[src/assert_macros.svh]
// ---------------------------------------------------------------------------
// assert_macros - assertion helpers for the token lexer
// Clocked implication checks, quiet while reset is low.
// ---------------------------------------------------------------------------
`ifndef ASSERT_MACROS_SVH
`define ASSERT_MACROS_SVH

// Same-cycle implication, sampled on clk, quiet while reset is low.
`define STL_ASSERT_IMP(label, ante, cons) \
  label: assert property (@(posedge clk) disable iff (!rst_n) (ante) |-> (cons)) \
    else $error("lexer assertion failed");

// Next-cycle implication, sampled on clk, quiet while reset is low.
`define STL_ASSERT_NXT(label, ante, cons) \
  label: assert property (@(posedge clk) disable iff (!rst_n) (ante) |=> (cons)) \
    else $error("lexer assertion failed");

`endif

[src/stl_pkg.sv]
// ---------------------------------------------------------------------------
// stl_pkg - shared types and constants for the script token lexer
// Transaction payloads, token kinds, scan modes and character helpers.
// ---------------------------------------------------------------------------
`default_nettype none

package stl_pkg;

  localparam int OFFSET_BITS = 16;

  typedef logic [OFFSET_BITS-1:0] offset_t;

  typedef struct packed {
    logic [7:0] src_byte;
    logic       end_of_input;
  } lex_in_t;

  typedef struct packed {
    logic [3:0]  token_kind;
    logic [1:0]  value_type;
    logic [15:0] token_start;
    logic [15:0] token_length;
    logic        last_of_run;
  } lex_out_t;

  // Token kinds
  localparam logic [3:0] TOK_END     = 4'd0;
  localparam logic [3:0] TOK_IDENT   = 4'd1;
  localparam logic [3:0] TOK_LOCAL   = 4'd2;
  localparam logic [3:0] TOK_TYPE    = 4'd3;
  localparam logic [3:0] TOK_NUMBER  = 4'd4;
  localparam logic [3:0] TOK_DECIMAL = 4'd5;
  localparam logic [3:0] TOK_ASSIGN  = 4'd6;
  localparam logic [3:0] TOK_PLUS    = 4'd7;
  localparam logic [3:0] TOK_MINUS   = 4'd8;
  localparam logic [3:0] TOK_STAR    = 4'd9;
  localparam logic [3:0] TOK_SLASH   = 4'd10;
  localparam logic [3:0] TOK_LPAREN  = 4'd11;
  localparam logic [3:0] TOK_RPAREN  = 4'd12;
  localparam logic [3:0] TOK_COLON   = 4'd13;
  localparam logic [3:0] TOK_ERROR   = 4'd14;

  // Value types
  localparam logic [1:0] VT_NONE  = 2'd0;
  localparam logic [1:0] VT_INT   = 2'd1;
  localparam logic [1:0] VT_FLOAT = 2'd2;

  // Scan modes
  localparam logic [2:0] MODE_IDLE    = 3'd0;
  localparam logic [2:0] MODE_IDENT   = 3'd1;
  localparam logic [2:0] MODE_INT     = 3'd2;
  localparam logic [2:0] MODE_FRAC    = 3'd3;
  localparam logic [2:0] MODE_DASH    = 3'd4;
  localparam logic [2:0] MODE_COMMENT = 3'd5;

  // Keyword slots, bit positions in the match mask
  localparam logic [1:0] KW_LOCAL = 2'd0;
  localparam logic [1:0] KW_INT   = 2'd1;
  localparam logic [1:0] KW_FLOAT = 2'd2;

  // Characters
  localparam logic [7:0] CH_NUL    = 8'h00;
  localparam logic [7:0] CH_NL     = 8'h0A;
  localparam logic [7:0] CH_SPACE  = 8'h20;
  localparam logic [7:0] CH_DOT    = 8'h2E;
  localparam logic [7:0] CH_DASH   = 8'h2D;
  localparam logic [7:0] CH_UNDER  = 8'h5F;
  localparam logic [7:0] CH_EQ     = 8'h3D;
  localparam logic [7:0] CH_PLUS   = 8'h2B;
  localparam logic [7:0] CH_STAR   = 8'h2A;
  localparam logic [7:0] CH_SLASH  = 8'h2F;
  localparam logic [7:0] CH_LPAREN = 8'h28;
  localparam logic [7:0] CH_RPAREN = 8'h29;
  localparam logic [7:0] CH_COLON  = 8'h3A;

  function automatic logic is_alpha(input logic [7:0] c);
    return (c >= 8'h61 && c <= 8'h7A) || (c >= 8'h41 && c <= 8'h5A);
  endfunction

  function automatic logic is_digit(input logic [7:0] c);
    return c >= 8'h30 && c <= 8'h39;
  endfunction

  function automatic logic is_space(input logic [7:0] c);
    return c == CH_SPACE || (c >= 8'h09 && c <= 8'h0D);
  endfunction

  // True when keyword k holds character c at index idx.
  function automatic logic kw_hit(input logic [1:0] k, input offset_t idx,
                                  input logic [7:0] c);
    logic [7:0] ch;
    ch = CH_NUL;
    if (idx < offset_t'(5)) begin
      unique case ({k, idx[2:0]})
        {KW_LOCAL, 3'd0}: ch = 8'h6C; // l
        {KW_LOCAL, 3'd1}: ch = 8'h6F; // o
        {KW_LOCAL, 3'd2}: ch = 8'h63; // c
        {KW_LOCAL, 3'd3}: ch = 8'h61; // a
        {KW_LOCAL, 3'd4}: ch = 8'h6C; // l
        {KW_INT,   3'd0}: ch = 8'h69; // i
        {KW_INT,   3'd1}: ch = 8'h6E; // n
        {KW_INT,   3'd2}: ch = 8'h74; // t
        {KW_FLOAT, 3'd0}: ch = 8'h66; // f
        {KW_FLOAT, 3'd1}: ch = 8'h6C; // l
        {KW_FLOAT, 3'd2}: ch = 8'h6F; // o
        {KW_FLOAT, 3'd3}: ch = 8'h61; // a
        {KW_FLOAT, 3'd4}: ch = 8'h74; // t
        default:          ch = CH_NUL;
      endcase
    end
    return (ch != CH_NUL) && (ch == c);
  endfunction

  // Low 16 bits of an offset for the result fields.
  function automatic logic [15:0] to_field16(input offset_t v);
    logic [31:0] w;
    w = 32'(v);
    return w[15:0];
  endfunction

endpackage

`default_nettype wire

[src/script_token_lexer_core.sv]
// ---------------------------------------------------------------------------
// script_token_lexer_core - streaming lexer for a small scripting language
// Takes one source byte per transaction and emits zero, one or two tokens.
// ---------------------------------------------------------------------------
// Usage:
//   Input channel (in_valid / in_stall / in_data): one source byte per
//   transaction. A byte of zero or end_of_input set flushes the pending token,
//   emits an end token and returns the scanner to its reset state.
//   Result channel (out_valid / out_stall / out_data): tokens in source order,
//   last_of_run marking the final token caused by one input byte.
//   Latency: a token is queued the cycle after the byte that ends it.
//   Throughput: one byte per cycle while in_stall is low. The scanner state
//   updates on each accepted byte; the limit is the single-token-per-cycle
//   result port, so a byte producing two tokens is presented one at a time.
//   A three-entry result queue lets a new byte in while up to one token is
//   still waiting. in_stall rises while the queue holds two or more tokens.
//   When the receiver stalls, the queue holds its contents and out_data stays
//   put; input stalls once the queue can no longer take a two-token byte.
//   Reset (rst_n low, synchronous): mode idle, position zero, queue empty.
// ---------------------------------------------------------------------------
`default_nettype none

`include "assert_macros.svh"

module script_token_lexer_core (
  input  wire logic             clk,
  input  wire logic             rst_n,
  input  wire logic             in_valid,
  output logic                  in_stall,
  input  wire stl_pkg::lex_in_t in_data,
  output logic                  out_valid,
  input  wire logic             out_stall,
  output stl_pkg::lex_out_t     out_data
);

  localparam int QDEPTH = 3;

  // Scanner state
  logic [2:0]       mode_r,  mode_nxt;
  stl_pkg::offset_t pos_r,   pos_nxt;
  stl_pkg::offset_t start_r, start_nxt;
  logic [2:0]       km_r,    km_nxt;

  // Result queue
  stl_pkg::lex_out_t q_r   [QDEPTH];
  stl_pkg::lex_out_t q_nxt [QDEPTH];
  logic [1:0]        cnt_r, cnt_nxt;

  logic in_acc;
  logic pop;
  logic eoi;
  logic [7:0] c;

  stl_pkg::offset_t pend_len;
  stl_pkg::offset_t pos_adv;
  logic             pos_max;
  logic [2:0]       hit_cont;
  logic [2:0]       hit_new;

  logic              fl_valid;
  stl_pkg::lex_out_t fl_tok;
  logic              one_valid;
  stl_pkg::lex_out_t one_tok;
  stl_pkg::lex_out_t end_tok;
  stl_pkg::lex_out_t r0, r1;
  logic [1:0]        nres;
  logic [1:0]        cnt_after;

  // Accept while the queue can still take a two-token byte
  assign in_stall  = cnt_r[1];
  assign in_acc    = in_valid && !in_stall;
  assign out_valid = (cnt_r != 2'd0);
  assign out_data  = q_r[0];
  assign pop       = out_valid && !out_stall;

  assign c   = in_data.src_byte;
  assign eoi = in_data.end_of_input || (c == stl_pkg::CH_NUL);

  assign pend_len = pos_r - start_r;
  assign pos_max  = (pos_r == '1);
  // Saturate the offset at its maximum
  assign pos_adv  = pos_max ? pos_r : pos_r + stl_pkg::offset_t'(1);

  always_comb begin
    for (int k = 0; k < 3; k++) begin
      hit_cont[k] = stl_pkg::kw_hit(2'(k), pend_len, c);
      hit_new[k]  = stl_pkg::kw_hit(2'(k), '0, c);
    end
  end

  // Token that the pending scan mode would produce if ended now
  always_comb begin
    fl_valid = 1'b1;
    fl_tok   = '0;
    fl_tok.token_start  = stl_pkg::to_field16(start_r);
    fl_tok.token_length = stl_pkg::to_field16(pend_len);
    fl_tok.value_type   = stl_pkg::VT_NONE;
    unique case (mode_r)
      stl_pkg::MODE_IDENT: begin
        // First surviving keyword of matching length wins
        if (km_r[stl_pkg::KW_LOCAL] && pend_len == stl_pkg::offset_t'(5)) begin
          fl_tok.token_kind = stl_pkg::TOK_LOCAL;
        end else if (km_r[stl_pkg::KW_INT] && pend_len == stl_pkg::offset_t'(3)) begin
          fl_tok.token_kind = stl_pkg::TOK_TYPE;
          fl_tok.value_type = stl_pkg::VT_INT;
        end else if (km_r[stl_pkg::KW_FLOAT] && pend_len == stl_pkg::offset_t'(5)) begin
          fl_tok.token_kind = stl_pkg::TOK_TYPE;
          fl_tok.value_type = stl_pkg::VT_FLOAT;
        end else begin
          fl_tok.token_kind = stl_pkg::TOK_IDENT;
        end
      end
      stl_pkg::MODE_INT:  fl_tok.token_kind = stl_pkg::TOK_NUMBER;
      stl_pkg::MODE_FRAC: fl_tok.token_kind = stl_pkg::TOK_DECIMAL;
      stl_pkg::MODE_DASH: fl_tok.token_kind = stl_pkg::TOK_MINUS;
      default: begin
        fl_valid          = 1'b0;
        fl_tok.token_kind = stl_pkg::TOK_END;
      end
    endcase
  end

  // Single-character token for a byte handled from idle
  always_comb begin
    one_tok = '0;
    one_tok.token_start  = stl_pkg::to_field16(pos_r);
    one_tok.token_length = 16'd1;
    one_tok.value_type   = stl_pkg::VT_NONE;
    case (c)
      stl_pkg::CH_EQ:     one_tok.token_kind = stl_pkg::TOK_ASSIGN;
      stl_pkg::CH_PLUS:   one_tok.token_kind = stl_pkg::TOK_PLUS;
      stl_pkg::CH_STAR:   one_tok.token_kind = stl_pkg::TOK_STAR;
      stl_pkg::CH_SLASH:  one_tok.token_kind = stl_pkg::TOK_SLASH;
      stl_pkg::CH_LPAREN: one_tok.token_kind = stl_pkg::TOK_LPAREN;
      stl_pkg::CH_RPAREN: one_tok.token_kind = stl_pkg::TOK_RPAREN;
      stl_pkg::CH_COLON:  one_tok.token_kind = stl_pkg::TOK_COLON;
      default:            one_tok.token_kind = stl_pkg::TOK_ERROR;
    endcase
  end

  always_comb begin
    end_tok = '0;
    end_tok.token_kind   = stl_pkg::TOK_END;
    end_tok.value_type   = stl_pkg::VT_NONE;
    end_tok.token_start  = stl_pkg::to_field16(pos_r);
    end_tok.token_length = 16'd0;
    end_tok.last_of_run  = 1'b1;
  end

  // Per-byte scanner step
  always_comb begin
    logic cont;
    cont      = 1'b0;
    one_valid = 1'b0;
    mode_nxt  = mode_r;
    pos_nxt   = pos_r;
    start_nxt = start_r;
    km_nxt    = km_r;
    r0        = fl_tok;
    r1        = end_tok;
    nres      = 2'd0;

    if (eoi) begin
      // Flush the pending token, then the end token; back to reset state
      if (fl_valid) begin
        r0   = fl_tok;
        r0.last_of_run = 1'b0;
        r1   = end_tok;
        nres = 2'd2;
      end else begin
        r0   = end_tok;
        nres = 2'd1;
      end
      mode_nxt  = stl_pkg::MODE_IDLE;
      pos_nxt   = '0;
      start_nxt = '0;
      km_nxt    = 3'b111;
    end else begin
      unique case (mode_r)
        stl_pkg::MODE_IDENT: begin
          if (stl_pkg::is_alpha(c) || stl_pkg::is_digit(c)) begin
            cont   = 1'b1;
            km_nxt = pos_max ? 3'b000 : (km_r & hit_cont);
          end
        end
        stl_pkg::MODE_INT: begin
          if (stl_pkg::is_digit(c)) begin
            cont = 1'b1;
          end else if (c == stl_pkg::CH_DOT) begin
            cont     = 1'b1;
            mode_nxt = stl_pkg::MODE_FRAC;
          end
        end
        stl_pkg::MODE_FRAC: begin
          if (stl_pkg::is_digit(c)) begin
            cont = 1'b1;
          end
        end
        stl_pkg::MODE_DASH: begin
          if (c == stl_pkg::CH_DASH) begin
            cont     = 1'b1;
            mode_nxt = stl_pkg::MODE_COMMENT;
          end
        end
        stl_pkg::MODE_COMMENT: begin
          cont = 1'b1;
          if (c == stl_pkg::CH_NL) begin
            mode_nxt = stl_pkg::MODE_IDLE;
          end
        end
        default: cont = 1'b0;
      endcase

      if (cont) begin
        pos_nxt = pos_adv;
      end else begin
        // Byte ends any pending token, then starts afresh from idle
        mode_nxt = stl_pkg::MODE_IDLE;
        pos_nxt  = pos_adv;
        if (!stl_pkg::is_space(c)) begin
          start_nxt = pos_r;
          if (stl_pkg::is_alpha(c) || c == stl_pkg::CH_UNDER) begin
            mode_nxt = stl_pkg::MODE_IDENT;
            km_nxt   = pos_max ? 3'b000 : hit_new;
          end else if (stl_pkg::is_digit(c)) begin
            mode_nxt = stl_pkg::MODE_INT;
          end else if (c == stl_pkg::CH_DASH) begin
            mode_nxt = stl_pkg::MODE_DASH;
          end else begin
            one_valid = 1'b1;
          end
        end

        if (fl_valid && one_valid) begin
          r0   = fl_tok;
          r0.last_of_run = 1'b0;
          r1   = one_tok;
          r1.last_of_run = 1'b1;
          nres = 2'd2;
        end else if (fl_valid) begin
          r0   = fl_tok;
          r0.last_of_run = 1'b1;
          nres = 2'd1;
        end else if (one_valid) begin
          r0   = one_tok;
          r0.last_of_run = 1'b1;
          nres = 2'd1;
        end
      end
    end
  end

  // Queue: shift out on pop, append this transaction's tokens behind
  always_comb begin
    cnt_after = cnt_r - {1'b0, pop};
    for (int i = 0; i < QDEPTH; i++) begin
      q_nxt[i] = q_r[i];
    end
    if (pop) begin
      for (int i = 0; i < QDEPTH - 1; i++) begin
        q_nxt[i] = q_r[i+1];
      end
    end
    for (int i = 0; i < QDEPTH; i++) begin
      if (in_acc && nres != 2'd0 && 2'(i) == cnt_after) begin
        q_nxt[i] = r0;
      end
      if (in_acc && nres == 2'd2 && 2'(i) == cnt_after + 2'd1) begin
        q_nxt[i] = r1;
      end
    end
    cnt_nxt = cnt_after + (in_acc ? nres : 2'd0);
  end

  always_ff @(posedge clk) begin
    if (!rst_n) begin
      mode_r  <= stl_pkg::MODE_IDLE;
      pos_r   <= '0;
      start_r <= '0;
      km_r    <= 3'b111;
      cnt_r   <= 2'd0;
    end else begin
      cnt_r <= cnt_nxt;
      if (in_acc) begin
        mode_r  <= mode_nxt;
        pos_r   <= pos_nxt;
        start_r <= start_nxt;
        km_r    <= km_nxt;
      end
    end
  end

  // Payload: no reset needed
  always_ff @(posedge clk) begin
    for (int i = 0; i < QDEPTH; i++) begin
      q_r[i] <= q_nxt[i];
    end
  end

  // An end-of-input transaction leaves the scanner in its reset state
  `STL_ASSERT_NXT(a_eoi_clears, in_acc && eoi, mode_r == stl_pkg::MODE_IDLE && pos_r == '0)
  // Position only moves forward between end-of-input transactions
  `STL_ASSERT_NXT(a_pos_forward, in_acc && !eoi, pos_r >= $past(pos_r))
  // A non-final token always has its companion queued behind it
  `STL_ASSERT_IMP(a_pair_kept, out_valid && !out_data.last_of_run, cnt_r >= 2'd2)

endmodule

`default_nettype wire
[config.mk]
export PLATFORM = sky130hd
export DESIGN_NAME = script_token_lexer_core
export DESIGN_NICKNAME = d
export VERILOG_FILES = /design/src/stl_pkg.sv /design/src/script_token_lexer_core.sv
export VERILOG_INCLUDE_DIRS = /design/src /design/src/src
export SDC_FILE = /design/constraint.sdc
export NUM_CORES = 1
export LEC_CHECK = 0
export BUFFER_PORTS_ARGS = -buffer_cell sky130_fd_sc_hd__buf_2
export CORE_MARGIN = 1
export CORE_UTILIZATION = 62
export CTS_CLUSTER_DIAMETER = 30
export DETAILED_ROUTE_END_ITERATION = 8
export HOLD_SLACK_MARGIN = 0.1
export PLACE_DENSITY = 0.91
export SLEW_MARGIN = 20
export SYNTH_ARGS = -nofsm -noshare
export SYNTH_HDL_FRONTEND = slang
export SYNTH_SLANG_ARGS = --single-unit
[constraint.sdc]
create_clock -name clk -period 5.2 [get_ports clk]
set_input_delay 0.26 -clock clk [delete_from_list [all_inputs] [get_ports clk]]
set_output_delay 0.26 -clock clk [all_outputs]
set_load 0.02 [all_outputs]
==> run_results.csv <==
group,metric,value,unit
placed_design,io_buffers,53,
cells_and_area,utilization,0.680,
cells_and_area,final_cell_mix,"121 x nand2_1, 102 x nor2_1, 94 x dfxtp_1, 80 x a21oi_1, 63 x edfxtp_1",
timing,setup_viol,0,
grt,grt_antenna_before_repair,0,
yosys,yosysTopAreaCell,"edfxtp_1",
yosys,ys_seq_elements,157,
timing,hold_viol_final,0,
cells_and_area,layout.cells.most_common,"nand2_1",
setup_path,worstSetupPathType,"flop to flop",
yosys,async_reset_ff_frac,0,
yosys,netlist_instances,1076,
clock_tree,htree_levels,4,
clock_tree,cts_tree,"built",
yosys,synth_edf_count,63,
yosys,synth_area,0.00940,sq mm
timing,relSlewSlack,0.295,
routing,wl_per_cell,20.4,um
yosys,yosys_warnings,0,
setup_path,worstPathArrival,4.50,ns
setup_path,setup.worst_path.start,"pos_r[0]$_SDFFE_PN0P_",
cells_and_area,fill_cells,1066,
timing,rsz0062_at_grt,"false",
clock_tree,postCtsSetupBuffers,0,
routing,via_count,8565,
die,coreArea,0.0146,sq mm
clock_tree,clock_latency,0.44,ns
hold_path,hold_path_class,"primary input to flop",
placed_design,hpwlAfterDp,16200,um
routing,vias_per_cell,6.89,
yosys,yosysUniqueCellTypes,91,
placed_design,gp_congestion,0.930,
timing,fin_skew,0.00839,ns
die,die_h,125,um
timing,max_freq,236,MHz
die,die_width,125,um
cells_and_area,multi_input_area,0.00488,sq mm
yosys,synth.avg_cell_area,8.74,sq um
setup_path,critPathMaxFanout,12,
routing,drt_iter0_drc,1315,
cells_and_area,regArea,0.00377,sq mm
timing,worstMarginPinSlew,1.05,ns
grt,track_usage,0.328,
run,drv_cap,0,
yosys,seq_area_frac_synth,0.401,
grt,grt_pass1_wl,41000,um
die,placementRows,44,
routing,drc_errors,0,
setup_path,end_kind,"flop",
pwr,ir_drop,0.351,mV
setup_path,start_kind,"flop",
clock_tree,cts-resized-gates,0,
routing,postRouteAntennaNets,0,
clock_tree,cts_hold_buf,0,
grt,grt_max_degree,38,
cells_and_area,syn2layout_area_growth,5.87,%
timing,fin_tns_setup,0,ns
clock_tree,numCtsBuffers,17,
setup_path,reg2reg_from,"pos_r[0]$_SDFFE_PN0P_",
yosys,synthTopCellsByArea,"edfxtp_1 20%, dfxtp_1 20%, nand2_1 4.8%, a21oi_1 4.3%, nor2_1 4.1%",
yosys,synth_top_area_frac,0.201,
grt,gr-total-overflow,0,
yosys,syn-num-nets,1112,
yosys,synthFlopType,"dfxtp_1",
cells_and_area,fin_nets,1083,
cells_and_area,post_route_cells_drive_above_1_share,0.128,
die,io_pins,54,
routing,wl,25400,um
setup_path,cp.required,5.46,ns
grt,grt_pass1_vias,8121,
die,start_util,0.642,
timing,drv_slew,0,
routing,dr.pass1.iters,7,
clock_tree,cts.clk_slew.worst_paths,0.06,ns
run_status,status,"finished, final reports clean",
pwr,power.leakage,3.73,nW
pwr,p_per_area,492,mW/mm^2
die,dieArea,0.0157,sq mm
clock_tree,cts.sinks,157,
cells_and_area,antenna_cells,0,
timing,fin_crit_sh,0.815,
clock_tree,clock_path_buffers,2,
timing,period_needed,4.24,ns
hold_path,min-delay-start,"in_valid",
clock_tree,cts_root_buf,"clkbuf_16",
-- cells by family after synthesis --
kind of cell | count (synthesis) | share of synthesized area
mux | 11 | 0.0121
flops | 157 | 0.401
buf+inv | 148 | 0.0813
fa+ha+maj | 23 | 0.0314
simple gates | 389 | 0.207
compound gates | 317 | 0.238
xor+xnor | 31 | 0.0289
-- state kept, by name (all words and copies together), names as in the netlist --
name,count
km_r,3
cnt_r,2
pos_r,16
q_r,117
mode_r,3
start_r,16
-- path summary, 6_finish.rpt --
kind,endpoint,slack [ns],cells after the start
max,q_r[0][114]$_DFFE_PP_,0.96,13
min,cnt_r[1]$_SDFF_PN0_,0.28,4
max reg2reg,q_r[0][114]$_DFFE_PP_,0.96,13
min reg2reg,q_r[0][91]$_SDFFE_PP0P_,0.47,2
-- critical path, stage by stage, from the launching register on --
cell and delay (ns):
dfxtp_1 0.38, inv_1 0.13, ha_1 0.17, inv_1 0.05
fa_1 0.44, a21o_1 0.24, a221oi_2 0.39, o21ai_0 0.20
o221a_2 0.28, a31oi_1 0.16, nand4_1 0.55, or4_1 0.70
and3_1 0.22, o21ai_0 0.17
-- stage by stage --
stage	cells	setup slack, ns	hold slack (ns)	power (mW)	area (sq um)
floorplan	1076	1.48	0.413	3.37	9400
global placement	1212	1.08	0.436	3.58	9380
detailed placement	1212	0.942	0.447	3.65	9380
CTS	1244	1.09	0.272	4.85	9950
global route	1244	0.773	0.315	5.11	9950
finish	1244	0.963	0.279	4.90	9950
-- Yosys cell counts, types with 4 or more instances --
cell type / instances
clkbuf_1: 48
a21o_1: 12
o21ai_1: 4
nand4_1: 12
inv_1: 33
o2111ai_1: 6
o21ai_0: 40
edfxtp_1: 63
ha_1: 22
a311oi_1: 20
buf_2: 17
nor2b_1: 24
nand2b_1: 11
o22ai_1: 36
xor2_1: 13
nor4_1: 8
a31oi_1: 6
nand2_1: 121
or2_2: 4
nand3_1: 25
a22oi_1: 20
xnor2_1: 18
nor3_1: 13
a21oi_1: 80
and2_1: 10
and3_1: 18
a211oi_1: 15
buf_4: 44
a22o_1: 28
dfxtp_1: 94
mux2i_1: 8
or3_1: 10
nor2_1: 102
o211ai_1: 4
-- cell type report --
| cell class | count | area share |
|---|---|---|
| well taps | 184 | 0.0231 |
| clock inverters | 7 | 0.00490 |
| clock buffers | 25 | 0.0522 |
| repair buffers | 66 | 0.0377 |
| flip-flops and latches | 157 | 0.379 |
| inverters | 34 | 0.0128 |
| multi-input cells | 771 | 0.490 |
-- metal layers --
| layer | global-route usage | part of all wire |
|---|---|---|
| met5 | 0 | 0 |
| met1 | 0.429 | 0.40 |
| met4 | 0.156 | 0.036 |
| met2 | 0.518 | 0.46 |
| met3 | 0.0727 | 0.11 |
-- report_power, final --
part           total, mW  leakage, nW  switching, mW  internal [mW]
clock network       1.20        0.282          0.500          0.697
logic               1.82         2.09           1.19          0.627
registers           1.88         1.36          0.144           1.73
Power figures use the tool's default switching activity.
